### config.mk
export PLATFORM = sky130hd
export DESIGN_NAME = weighted_delta_position_predictor
export DESIGN_NICKNAME = d
export VERILOG_FILES = /design/src/rtl/wdp_pkg.sv /design/src/rtl/weighted_delta_position_predictor.sv /design/src/rtl/wdp_history.sv /design/src/rtl/wdp_axis_pred.sv
export SDC_FILE = /design/constraint.sdc
export NUM_CORES = 1
export LEC_CHECK = 0
export ABC_AREA = 1
export BUFFER_PORTS_ARGS = -buffer_cell sky130_fd_sc_hd__buf_4
export CORE_UTILIZATION = 60
export DETAILED_ROUTE_END_ITERATION = 10
export GPL_ROUTABILITY_DRIVEN = 0
export GPL_TIMING_DRIVEN = 1
export PLACE_DENSITY_LB_ADDON = 0.1
export RECOVER_POWER = 50
export SETUP_SLACK_MARGIN = 0.4
export SYNTH_ARGS = -nofsm -noshare
export SYNTH_HDL_FRONTEND = slang
export SYNTH_SLANG_ARGS = --single-unit
### constraint.sdc
create_clock -name clk_i -period 19.24 [get_ports clk_i]
set_input_delay 0.962 -clock clk_i [delete_from_list [all_inputs] [get_ports clk_i]]
set_output_delay 0.962 -clock clk_i [all_outputs]
set_load 0.005 [all_outputs]
### src/rtl/wdp_pkg.sv
package wdp_pkg;

  localparam int unsigned COORD_W    = 12;
  localparam int unsigned HIST_DEPTH = 5;
  localparam int unsigned COUNT_W    = 3;
  localparam int unsigned PRED_W     = 14;

  localparam int unsigned IN_DATA_W  = ((2 * COORD_W + 7) / 8) * 8;
  localparam int unsigned OUT_DATA_W = ((2 * PRED_W + COUNT_W + 7) / 8) * 8;

  localparam logic [COUNT_W-1:0] COUNT_EMPTY = COUNT_W'(0);
  localparam logic [COUNT_W-1:0] COUNT_ONE   = COUNT_W'(1);
  localparam logic [COUNT_W-1:0] COUNT_TWO   = COUNT_W'(2);
  localparam logic [COUNT_W-1:0] COUNT_THREE = COUNT_W'(3);
  localparam logic [COUNT_W-1:0] COUNT_FOUR  = COUNT_W'(4);
  localparam logic [COUNT_W-1:0] COUNT_FULL  = COUNT_W'(HIST_DEPTH);

  // index 0 is the newest point
  typedef logic [HIST_DEPTH-1:0][COORD_W-1:0] hist_t;

endpackage

### src/rtl/weighted_delta_position_predictor.sv
// Weighted-delta position predictor.
// Input stream: one word per observed center of a tracked object.
//   s_axis_tdata: center_x, center_y; s_axis_tuser: start_track.
//   start_track clears the track; the first word after reset starts one too.
// Output stream: one word per input word, in order.
//   m_axis_tdata: predicted_x, predicted_y (two's complement), points_held.
// Prediction is the newest center plus the rounded, linearly weighted
// mean of up to four recent deltas over a five-point history.
// Pipeline: the history registers take the word at accept; the prediction
// logic then fills the output register. Throughput: one word per cycle
// while the receiver accepts.
// Stall: when the receiver holds off, the output word is held, one more
// result waits in the history stage, and s_axis_tready drops only when
// both are full. No word is lost or repeated.
// Reset: the point count clears, so the next word begins a new track;
// both stream sides are empty after reset.
module weighted_delta_position_predictor (
  input  logic                              clk_i,
  input  logic                              rst_ni,
  input  logic                              s_axis_tvalid,
  output logic                              s_axis_tready,
  input  logic [wdp_pkg::IN_DATA_W-1:0]     s_axis_tdata,  // center_x, center_y
  input  logic                              s_axis_tuser,  // start_track
  output logic                              m_axis_tvalid,
  input  logic                              m_axis_tready,
  output logic [wdp_pkg::OUT_DATA_W-1:0]    m_axis_tdata   // predicted_x, predicted_y, points_held
);

  localparam int unsigned CW = wdp_pkg::COORD_W;
  localparam int unsigned PW = wdp_pkg::PRED_W;
  localparam int unsigned NW = wdp_pkg::COUNT_W;

  logic                       s_accept;
  logic                       stage_adv;
  logic                       out_free;
  logic                       stage_vld_q;
  logic                       out_vld_q;
  wdp_pkg::hist_t             hist_x, hist_y;
  logic [NW-1:0]              count;
  logic signed [PW-1:0]       pred_x, pred_y;
  logic signed [PW-1:0]       out_x_q, out_y_q;
  logic [NW-1:0]              out_n_q;

  assign out_free      = !out_vld_q || m_axis_tready;
  assign stage_adv     = stage_vld_q && out_free;
  assign s_axis_tready = !stage_vld_q || out_free;
  assign s_accept      = s_axis_tvalid && s_axis_tready;

  wdp_history u_history (
    .clk_i    (clk_i),
    .rst_ni   (rst_ni),
    .load_i   (s_accept),
    .start_i  (s_axis_tuser),
    .cx_i     (s_axis_tdata[CW-1:0]),
    .cy_i     (s_axis_tdata[2*CW-1:CW]),
    .hist_x_o (hist_x),
    .hist_y_o (hist_y),
    .count_o  (count)
  );

  wdp_axis_pred u_pred_x (
    .hist_i  (hist_x),
    .count_i (count),
    .pred_o  (pred_x)
  );

  wdp_axis_pred u_pred_y (
    .hist_i  (hist_y),
    .count_i (count),
    .pred_o  (pred_y)
  );

  always_ff @(posedge clk_i or negedge rst_ni) begin
    if (!rst_ni) begin
      stage_vld_q <= 1'b0;
      out_vld_q   <= 1'b0;
    end else begin
      if (s_accept) begin
        stage_vld_q <= 1'b1;
      end else if (stage_adv) begin
        stage_vld_q <= 1'b0;
      end
      if (stage_adv) begin
        out_vld_q <= 1'b1;
      end else if (m_axis_tready) begin
        out_vld_q <= 1'b0;
      end
    end
  end

  always_ff @(posedge clk_i) begin
    if (stage_adv) begin
      out_x_q <= pred_x;
      out_y_q <= pred_y;
      out_n_q <= count;
    end
  end

  assign m_axis_tvalid = out_vld_q;
  assign m_axis_tdata  = wdp_pkg::OUT_DATA_W'({out_n_q, out_y_q, out_x_q});

endmodule

### src/rtl/wdp_history.sv
module wdp_history (
  input  logic                          clk_i,
  input  logic                          rst_ni,
  input  logic                          load_i,
  input  logic                          start_i,
  input  logic [wdp_pkg::COORD_W-1:0]   cx_i,
  input  logic [wdp_pkg::COORD_W-1:0]   cy_i,
  output wdp_pkg::hist_t                hist_x_o,
  output wdp_pkg::hist_t                hist_y_o,
  output logic [wdp_pkg::COUNT_W-1:0]   count_o
);

  wdp_pkg::hist_t                hist_x_q, hist_x_d;
  wdp_pkg::hist_t                hist_y_q, hist_y_d;
  logic [wdp_pkg::COUNT_W-1:0]   count_q, count_d;

  always_comb begin
    hist_x_d    = hist_x_q;
    hist_y_d    = hist_y_q;
    hist_x_d[0] = cx_i;
    hist_y_d[0] = cy_i;
    for (int i = 1; i < wdp_pkg::HIST_DEPTH; i++) begin
      hist_x_d[i] = hist_x_q[i-1];
      hist_y_d[i] = hist_y_q[i-1];
    end
    if (start_i || (count_q == wdp_pkg::COUNT_EMPTY)) begin
      count_d = wdp_pkg::COUNT_ONE;
    end else if (count_q < wdp_pkg::COUNT_FULL) begin
      count_d = count_q + wdp_pkg::COUNT_ONE;
    end else begin
      count_d = wdp_pkg::COUNT_FULL;
    end
  end

  always_ff @(posedge clk_i or negedge rst_ni) begin
    if (!rst_ni) begin
      count_q <= wdp_pkg::COUNT_EMPTY;
    end else if (load_i) begin
      count_q <= count_d;
    end
  end

  always_ff @(posedge clk_i) begin
    if (load_i) begin
      hist_x_q <= hist_x_d;
      hist_y_q <= hist_y_d;
    end
  end

  assign hist_x_o = hist_x_q;
  assign hist_y_o = hist_y_q;
  assign count_o  = count_q;

endmodule

### src/rtl/wdp_axis_pred.sv
module wdp_axis_pred (
  input  wdp_pkg::hist_t                       hist_i,
  input  logic [wdp_pkg::COUNT_W-1:0]          count_i,
  output logic signed [wdp_pkg::PRED_W-1:0]    pred_o
);

  localparam int unsigned SUM_W  = wdp_pkg::COORD_W + 3;
  localparam int unsigned MAG_W  = SUM_W - 1;
  localparam int unsigned A_W    = wdp_pkg::COORD_W + 4;
  localparam int unsigned K      = A_W + 5;
  localparam int unsigned R_W    = K - 2;
  localparam int unsigned PSUM_W = SUM_W + 1;
  localparam int unsigned CMP_W  = (PSUM_W > wdp_pkg::PRED_W) ? PSUM_W : wdp_pkg::PRED_W;

  // ceil(2^K / (2*d)) for d = 3, 6, 10
  localparam logic [R_W-1:0] RCP3  = R_W'(((64'd1 << K) + 64'd5) / 64'd6);
  localparam logic [R_W-1:0] RCP6  = R_W'(((64'd1 << K) + 64'd11) / 64'd12);
  localparam logic [R_W-1:0] RCP10 = R_W'(((64'd1 << K) + 64'd19) / 64'd20);

  localparam logic signed [CMP_W-1:0] PRED_MAX = CMP_W'((64'sd1 <<< (wdp_pkg::PRED_W - 1)) - 1);
  localparam logic signed [CMP_W-1:0] PRED_MIN = -CMP_W'(64'sd1 <<< (wdp_pkg::PRED_W - 1));

  logic signed [SUM_W-1:0]  h0, h1, h2, h3, h4;
  logic signed [SUM_W-1:0]  wsum;
  logic signed [SUM_W-1:0]  delta;
  logic                     use_div;
  logic [R_W-1:0]           rcp;
  logic [4:0]               half_den;
  logic [MAG_W-1:0]         mag;
  logic [A_W-1:0]           num;
  logic [A_W+R_W-1:0]       prod;
  logic [MAG_W-1:0]         quo;
  logic signed [PSUM_W-1:0] psum;
  logic signed [CMP_W-1:0]  pext;

  assign h0 = signed'(SUM_W'(hist_i[0]));
  assign h1 = signed'(SUM_W'(hist_i[1]));
  assign h2 = signed'(SUM_W'(hist_i[2]));
  assign h3 = signed'(SUM_W'(hist_i[3]));
  assign h4 = signed'(SUM_W'(hist_i[4]));

  always_comb begin
    use_div  = 1'b1;
    wsum     = '0;
    rcp      = RCP3;
    half_den = 5'd3;
    unique case (count_i)
      wdp_pkg::COUNT_TWO: begin
        use_div = 1'b0;
        wsum    = h0 - h1;
      end
      wdp_pkg::COUNT_THREE: begin
        wsum     = (h0 <<< 1) - h1 - h2;
        rcp      = RCP3;
        half_den = 5'd3;
      end
      wdp_pkg::COUNT_FOUR: begin
        wsum     = (h0 <<< 1) + h0 - h1 - h2 - h3;
        rcp      = RCP6;
        half_den = 5'd6;
      end
      wdp_pkg::COUNT_FULL: begin
        wsum     = (h0 <<< 2) - h1 - h2 - h3 - h4;
        rcp      = RCP10;
        half_den = 5'd10;
      end
      default: begin
        use_div = 1'b0;
        wsum    = '0;
      end
    endcase
  end

  // round half away: (2|s| + d) / (2d), reciprocal is exact over the numerator range
  always_comb begin
    mag   = wsum[SUM_W-1] ? MAG_W'(-wsum) : MAG_W'(wsum);
    num   = {1'b0, mag, 1'b0} + A_W'(half_den);
    prod  = (A_W+R_W)'(num) * (A_W+R_W)'(rcp);
    quo   = prod[K +: MAG_W];
    if (!use_div) begin
      delta = wsum;
    end else if (wsum[SUM_W-1]) begin
      delta = -signed'(SUM_W'(quo));
    end else begin
      delta = signed'(SUM_W'(quo));
    end
    psum = PSUM_W'(h0) + PSUM_W'(delta);
    pext = CMP_W'(psum);
    priority if (pext > PRED_MAX) begin
      pred_o = wdp_pkg::PRED_W'(PRED_MAX);
    end else if (pext < PRED_MIN) begin
      pred_o = wdp_pkg::PRED_W'(PRED_MIN);
    end else begin
      pred_o = wdp_pkg::PRED_W'(pext);
    end
  end

endmodule

# Yosys cells after proc, flatten, opt, wreduce, memory -nomap -nowiden
# Index checks and enable logic that the tools add are counted.
[classes]
n_addsub = 31
multipliers = 2
magnitude_cmp = 5
eq_ne = 4
muxes = 19
n_reduce_logical = 11
[op_table]
columns = ["operator", "count"]
rows = [
  ["subtractor 15 x 13 -> 15 bit", 14],
  ["case mux 15 bit (4 select lines)", 2],
  ["multiplier 16 x 19 -> 35 bit", 2],
  ["two-way mux 15 bit", 4],
  ["two-way mux 14 bit", 4],
  ["case mux 19 bit (2 select lines)", 1],
  ["adder 13 x 15 -> 16 bit", 2],
  ["> comparator 16 x 14 -> 1 bit (second input constant)", 2],
  ["less-than comparator 16 x 14 -> 1 bit (second input constant)", 2],
  ["negation 14 -> 15 bit", 2],
  ["subtractor 14 x 12 -> 15 bit", 2],
  ["adder 13 x 12 -> 14 bit", 2],
  ["negation 14 bit", 2],
  ["subtractor 13 x 12 -> 14 bit", 2],
  ["subtractor 12 x 12 -> 13 bit", 2],
  ["adder 15 x 4 -> 16 bit", 1],
  ["adder 15 x 5 -> 16 bit", 1],
  ["case mux 4 bit (2 select lines)", 1],
  ["equality test 3 x 2 -> 1 bit (second input constant)", 2],
  ["equality test 3 bit (second input constant)", 2],
  ["two-way mux 3 bit", 2],
  ["two-way mux 1 bit", 5],
  ["nonzero test 2 bit", 2],
  ["adder 3 x 1 -> 3 bit (second input constant)", 1],
  ["other kinds (6)", 10],
]
[word_totals]
ff_bits = 156
input_bits = 29
output_inout_bits = 34
elab_cells = 88

# Logic depth before layout (Yosys ltp)
[depth]
depth_word = 15
depth_mapped = 90
mapped_depth_nobuf = 87

# Modules after synthesis
# Synthesis repeated with hierarchy kept, for this count alone.
[hier_totals]
cells_unflattened = 4661
hier_area_um2 = 34292.9
[modules_own_cells]
columns = ["mod", "instances", "cells_each", "area_each_um2", "seq_area_each_um2"]
rows = [
  ["wdp_axis_pred (u_pred_x)", 1, 2265, 14769.2, 0.0],
  ["wdp_axis_pred (u_pred_y)", 1, 2201, 14680.3, 0.0],
  ["wdp_history", 1, 150, 3806.2, 3678.5],
  ["weighted_delta_position_predictor", 1, 45, 1037.2, 980.9],
]

# Worst setup path after synthesis
# Ideal clock, no wire load.
[synth_path]
path_type = "register -> register"
from = "reg u_history.hist_y_q, in the netlist u_history.hist_y_o[0]"
to = "reg out_y_q[10] (data pin)"
setup_ns = 0.258
arrival_ns = 13.109
required_ns = 18.982
setup_slack_ns = 5.873
stages_incl_launch_ff = 84
n_path_buf = 4
period_less_slack_ns = 13.367
cell_sequence = "edfxtp_1 > ha_1 > fa_1 > nand3_1 > and2_1 > inv_1 > a21oi_1 > o21bai_1 > a21oi_1 > o21bai_1 > nand2_1 > nand2_1 > a21oi_1 > xnor2_1 > fa_1 > inv_1 > ha_1 > a21oi_1 > [... 48 more ...] > nand2_1 > nor3_1 > nand2_1 > o211ai_1 > nand2_1 > nand2_1 > a21oi_1 > o21bai_1 > nand2_1 > nand2_1 > nand2_1 > nand2_1 > nand4_1 > inv_1 > nand4_1 > nand2_1 > buf_2 > nand2_1"
[synth_via]
elab_chain_cells = 15
elab_cells_between_ends = 23
classes_between = "add/sub: 15; mul: 1; order compare: 2; mux: 5"
[synth_rtl]
columns = ["element", "line_no", "text"]
rows = [
  ["start: declaration", "wdp_history.sv:14", "wdp_pkg::hist_t hist_y_q, hist_y_d;"],
  ["start signal: assignment", "wdp_history.sv:46", "hist_y_q <= hist_y_d;"],
  ["subtractor 14 x 12 -> 15 bit / adder 13 x 12 -> 14 bit (equally long branches)", "wdp_axis_pred.sv:63, wdp_axis_pred.sv:58", ""],
  ["subtractor 15 x 13 -> 15 bit (on tied branches) (3 in a row)", "wdp_axis_pred.sv:63, wdp_axis_pred.sv:58", ""],
  ["case mux 15 bit (4 select lines)", "wdp_axis_pred.sv:47", "unique case (count_i)"],
  ["negation 14 bit", "wdp_axis_pred.sv:76", "mag = wsum[SUM_W-1] ? MAG_W'(-wsum) : MAG_W'(wsum);"],
  ["two-way mux 14 bit", "wdp_axis_pred.sv:76", ""],
  ["adder 15 x 4 -> 16 bit", "wdp_axis_pred.sv:77", "num = {1'b0, mag, 1'b0} + A_W'(half_den);"],
  ["multiplier 16 x 19 -> 35 bit", "wdp_axis_pred.sv:78", "prod = (A_W+R_W)'(num) * (A_W+R_W)'(rcp);"],
  ["negation 14 -> 15 bit", "wdp_axis_pred.sv:83", "delta = -signed'(SUM_W'(quo));"],
  ["two-way mux 15 bit", "wdp_axis_pred.sv:82", "end else if (wsum[SUM_W-1]) begin"],
  ["two-way mux 15 bit", "wdp_axis_pred.sv:80", "if (!use_div) begin"],
  ["adder 13 x 15 -> 16 bit *", "wdp_axis_pred.sv:87", "psum = PSUM_W'(h0) + PSUM_W'(delta);"],
  ["less-than comparator 16 x 14 -> 1 bit", "wdp_axis_pred.sv:91", "end else if (pext < PRED_MIN) begin"],
  ["two-way mux 14 bit", "wdp_axis_pred.sv:91", ""],
  ["end signal: assignment", "weighted_delta_position_predictor.sv:94", "out_y_q <= pred_y;"],
  ["end: declaration", "weighted_delta_position_predictor.sv:41", "logic signed [PW-1:0] out_x_q, out_y_q;"],
]
# Mark *: on every way between the ends. The rest lies on a longest branch, timed or not.
# A chain may end at the register's enable or synchronous reset.

# Worst setup path after layout
[layout_path]
from = "reg u_history.hist_y_q, in the netlist u_history.hist_y_o[1]"
to = "reg out_y_q[9] (data pin)"
# The elaborated chain is that of the path after synthesis.

==> flow_summary.json <==
{
  "area_growth_pct": 5.37,
  "rsz0062_at_grt": "no",
  "clock_skew_ns": 0.00992,
  "worst-path-max-fanout": 34,
  "grt-ovfl-total": 0,
  "start_util_pct": 60.8,
  "clkTransAtPathRegs_ns": 0.07,
  "synth.distinct_cells": 59,
  "diodes": 0,
  "critPathLaunchType": "register",
  "cts_buffers": 17,
  "fillers": 5156,
  "grt_max_degree": 72,
  "hpwl_mm": 76.8,
  "port_buffers": 61,
  "finalMaxSlewViolations": 54,
  "async_flop_share_pct": 3.21,
  "io_pins": 63,
  "nets": 5572,
  "synth_area_leader_cell": "fa_1",
  "dieArea_um2": 58100,
  "cts_root_buffer": "clkbuf_16",
  "cpMaxStageDelayCell": "o21ai_0",
  "fmax_mhz": 65.4,
  "avgSynthCellArea_um2": 7.36,
  "tightest_slew_ns": 2.60,
  "seq_area_frac_synth_pct": 13.6,
  "core-area_um2": 56400,
  "grt_pass1_vias": 28400,
  "cts_tree": "built",
  "insertion_delay_ns": 0.47,
  "yosysWarnings": 0,
  "path_buf_inv": 13,
  "drv_cap": 1,
  "reg2reg_slack_ns": 3.95,
  "core.rowCount": 87,
  "synth_ff_type": "edfxtp_1",
  "h-tree-depth": 4,
  "drt-total-wl_mm": 89.8,
  "synth_edf_count": 151,
  "cts_buffer_depth": 2,
  "ctsResizeCount": 0,
  "hold_path.class": "in -> async",
  "numClockSinks": 156,
  "endpoint_kind": "register",
  "drcViolationCount": 0,
  "hold_buffers": 0,
  "outcome": "finished with violations",
  "synthCells": 4659,
  "detail_route.vias_per_cell": 5.32,
  "post-synth-top-count-cell": "inv_1",
  "antenna_found_initial": 0,
  "timing.critical_path.arrival_ns": 15.50,
  "finalSetupTns_ns": 0,
  "ant_nets": 0,
  "slowest_delay_ns": 0.66,
  "crit_type": "reg -> reg",
  "drive_gt1_share_pct": 4.36,
  "post_cts_buffers": 0,
  "synth_area_leaders": "fa_1 23%, ha_1 16%, edfxtp_1 13%",
  "cp.required_ns": 19.44,
  "detail_route.wl_per_cell_um": 16.4,
  "grtUsageTotal_pct": 32.4,
  "vias": 29100,
  "drtIter0Drc": 2339,
  "setup_viol": 0,
  "failed_checks": "max-capacitance violations, max-slew violations",
  "hold_violations": 0,
  "synth_area_um2": 34300,
  "post-route-min-period_ns": 15.29,
  "grt_first_pass_wirelength_mm": 147,
  "yosys-top-cells-count": "1155 x inv_1, 1016 x nand2_1, 431 x ha_1, 402 x fa_1, 345 x nor2_1",
  "die_h_um": 241,
  "min_period_over_period_pct": 79.5,
  "first_pass_iters": 8,
  "dieWidth_um": 241,
  "path_delay_family": "adder cells",
  "synth_seq_cells": 156,
  "synth_top_cell_area_share_pct": 23.5,
  "max_slew_margin_pct": -74.5
}
[worst register-to-register path, delay by kind of cell (launching register included)]
family,cells,cell delay (ns)
adder cells (fa/ha/maj),14,5.77
AND/OR/NAND/NOR,29,4.05
AO/OA/AOI/OAI,15,2.99
buffers and inverters,13,0.81
XOR/XNOR,3,0.78
flip-flops,1,0.64
[final cells by class]
type                       instances  area [um2]  area share (%)
inverter                        1181        4430            12.3
timing repair buffer              68         492            1.36
clock buffer                      19         433            1.20
multi-input combinational       3286       25000            69.3
sequential                       156        4660            12.9
tap                              756         946            2.62
clock inverter                    12         138           0.381
[through the flow]
stage,worst slack (ns),cell area (um2),hold slack (ns),cells,util [%]
detailed placement,4.05,35600,0.435,5447,63.1
floorplan,5.87,34300,0.426,4670,-
finish,3.95,36100,0.382,5478,64.1
global placement,4.37,35600,0.438,5447,63.1
CTS,3.98,36100,0.283,5478,64.1
global route,2.71,36100,0.402,5478,64.1
[flip-flops by register name, indices dropped and copies added (netlist names)]
signal and cells:
out_n_q 3, u_history.count_o 3, out_x_q 14, u_history.hist_x_o 60
out_y_q 14, u_history.hist_y_o 60, m_axis_tvalid 1, stage_vld_q 1
[cell families after synthesis]
group           share of synthesized area (%)
xor+xnor                                 2.46
fa+ha+maj                                39.2
other cells                            0.0219
flops                                    13.6
simple gates                             23.8
buf+inv                                  13.6
compound gates                           7.33
[cells in the final DEF (no fill, tap or decap), types with 5 or more instances in the layout]
cell type,count
a21o_1,7
a21oi_1,203
a31oi_1,18
buf_4,22
clkbuf_1,7
clkbuf_16,17
clkbuf_4,41
conb_1,13
dfrtp_1,5
edfxtp_1,151
fa_1,402
ha_1,431
inv_1,1154
inv_2,25
nand2_1,1016
nand2_2,20
nand3_1,306
nand3_2,9
nand3b_1,28
nand4_1,76
nor2_1,345
nor2_2,27
nor2_4,6
nor3_1,33
o211ai_1,6
o21ai_0,151
o21ai_1,16
o21bai_1,29
xnor2_1,36
xor2_1,53
[worst paths after layout]
path | from | to | cells past startpoint
min in group clk_i | u_history.hist_y_o[21] | u_history.hist_y_o[33] | 0
worst min register to register | u_history.hist_y_o[21] | u_history.hist_y_o[33] | 0
max in group asynchronous | rst_ni | stage_vld_q | 1
worst max register to register | u_history.hist_y_o[1] | out_y_q[9] | 74
worst max-delay path | u_history.hist_y_o[1] | out_y_q[9] | 74
worst min-delay path | rst_ni | u_history.count_o[2] | 1
[per-layer routing]
metal	wire length [um]	up-vias	track usage (%)
met2	40900	935	53.0
met3	5270	137	3.48
met1	41000	13500	45.2
met5	0	-	0
li1	-	14500	-
met4	2600	0	9.59
Power is not shown: default switching activity piles up to over one toggle a cycle in this logic, so the estimate is an artifact.
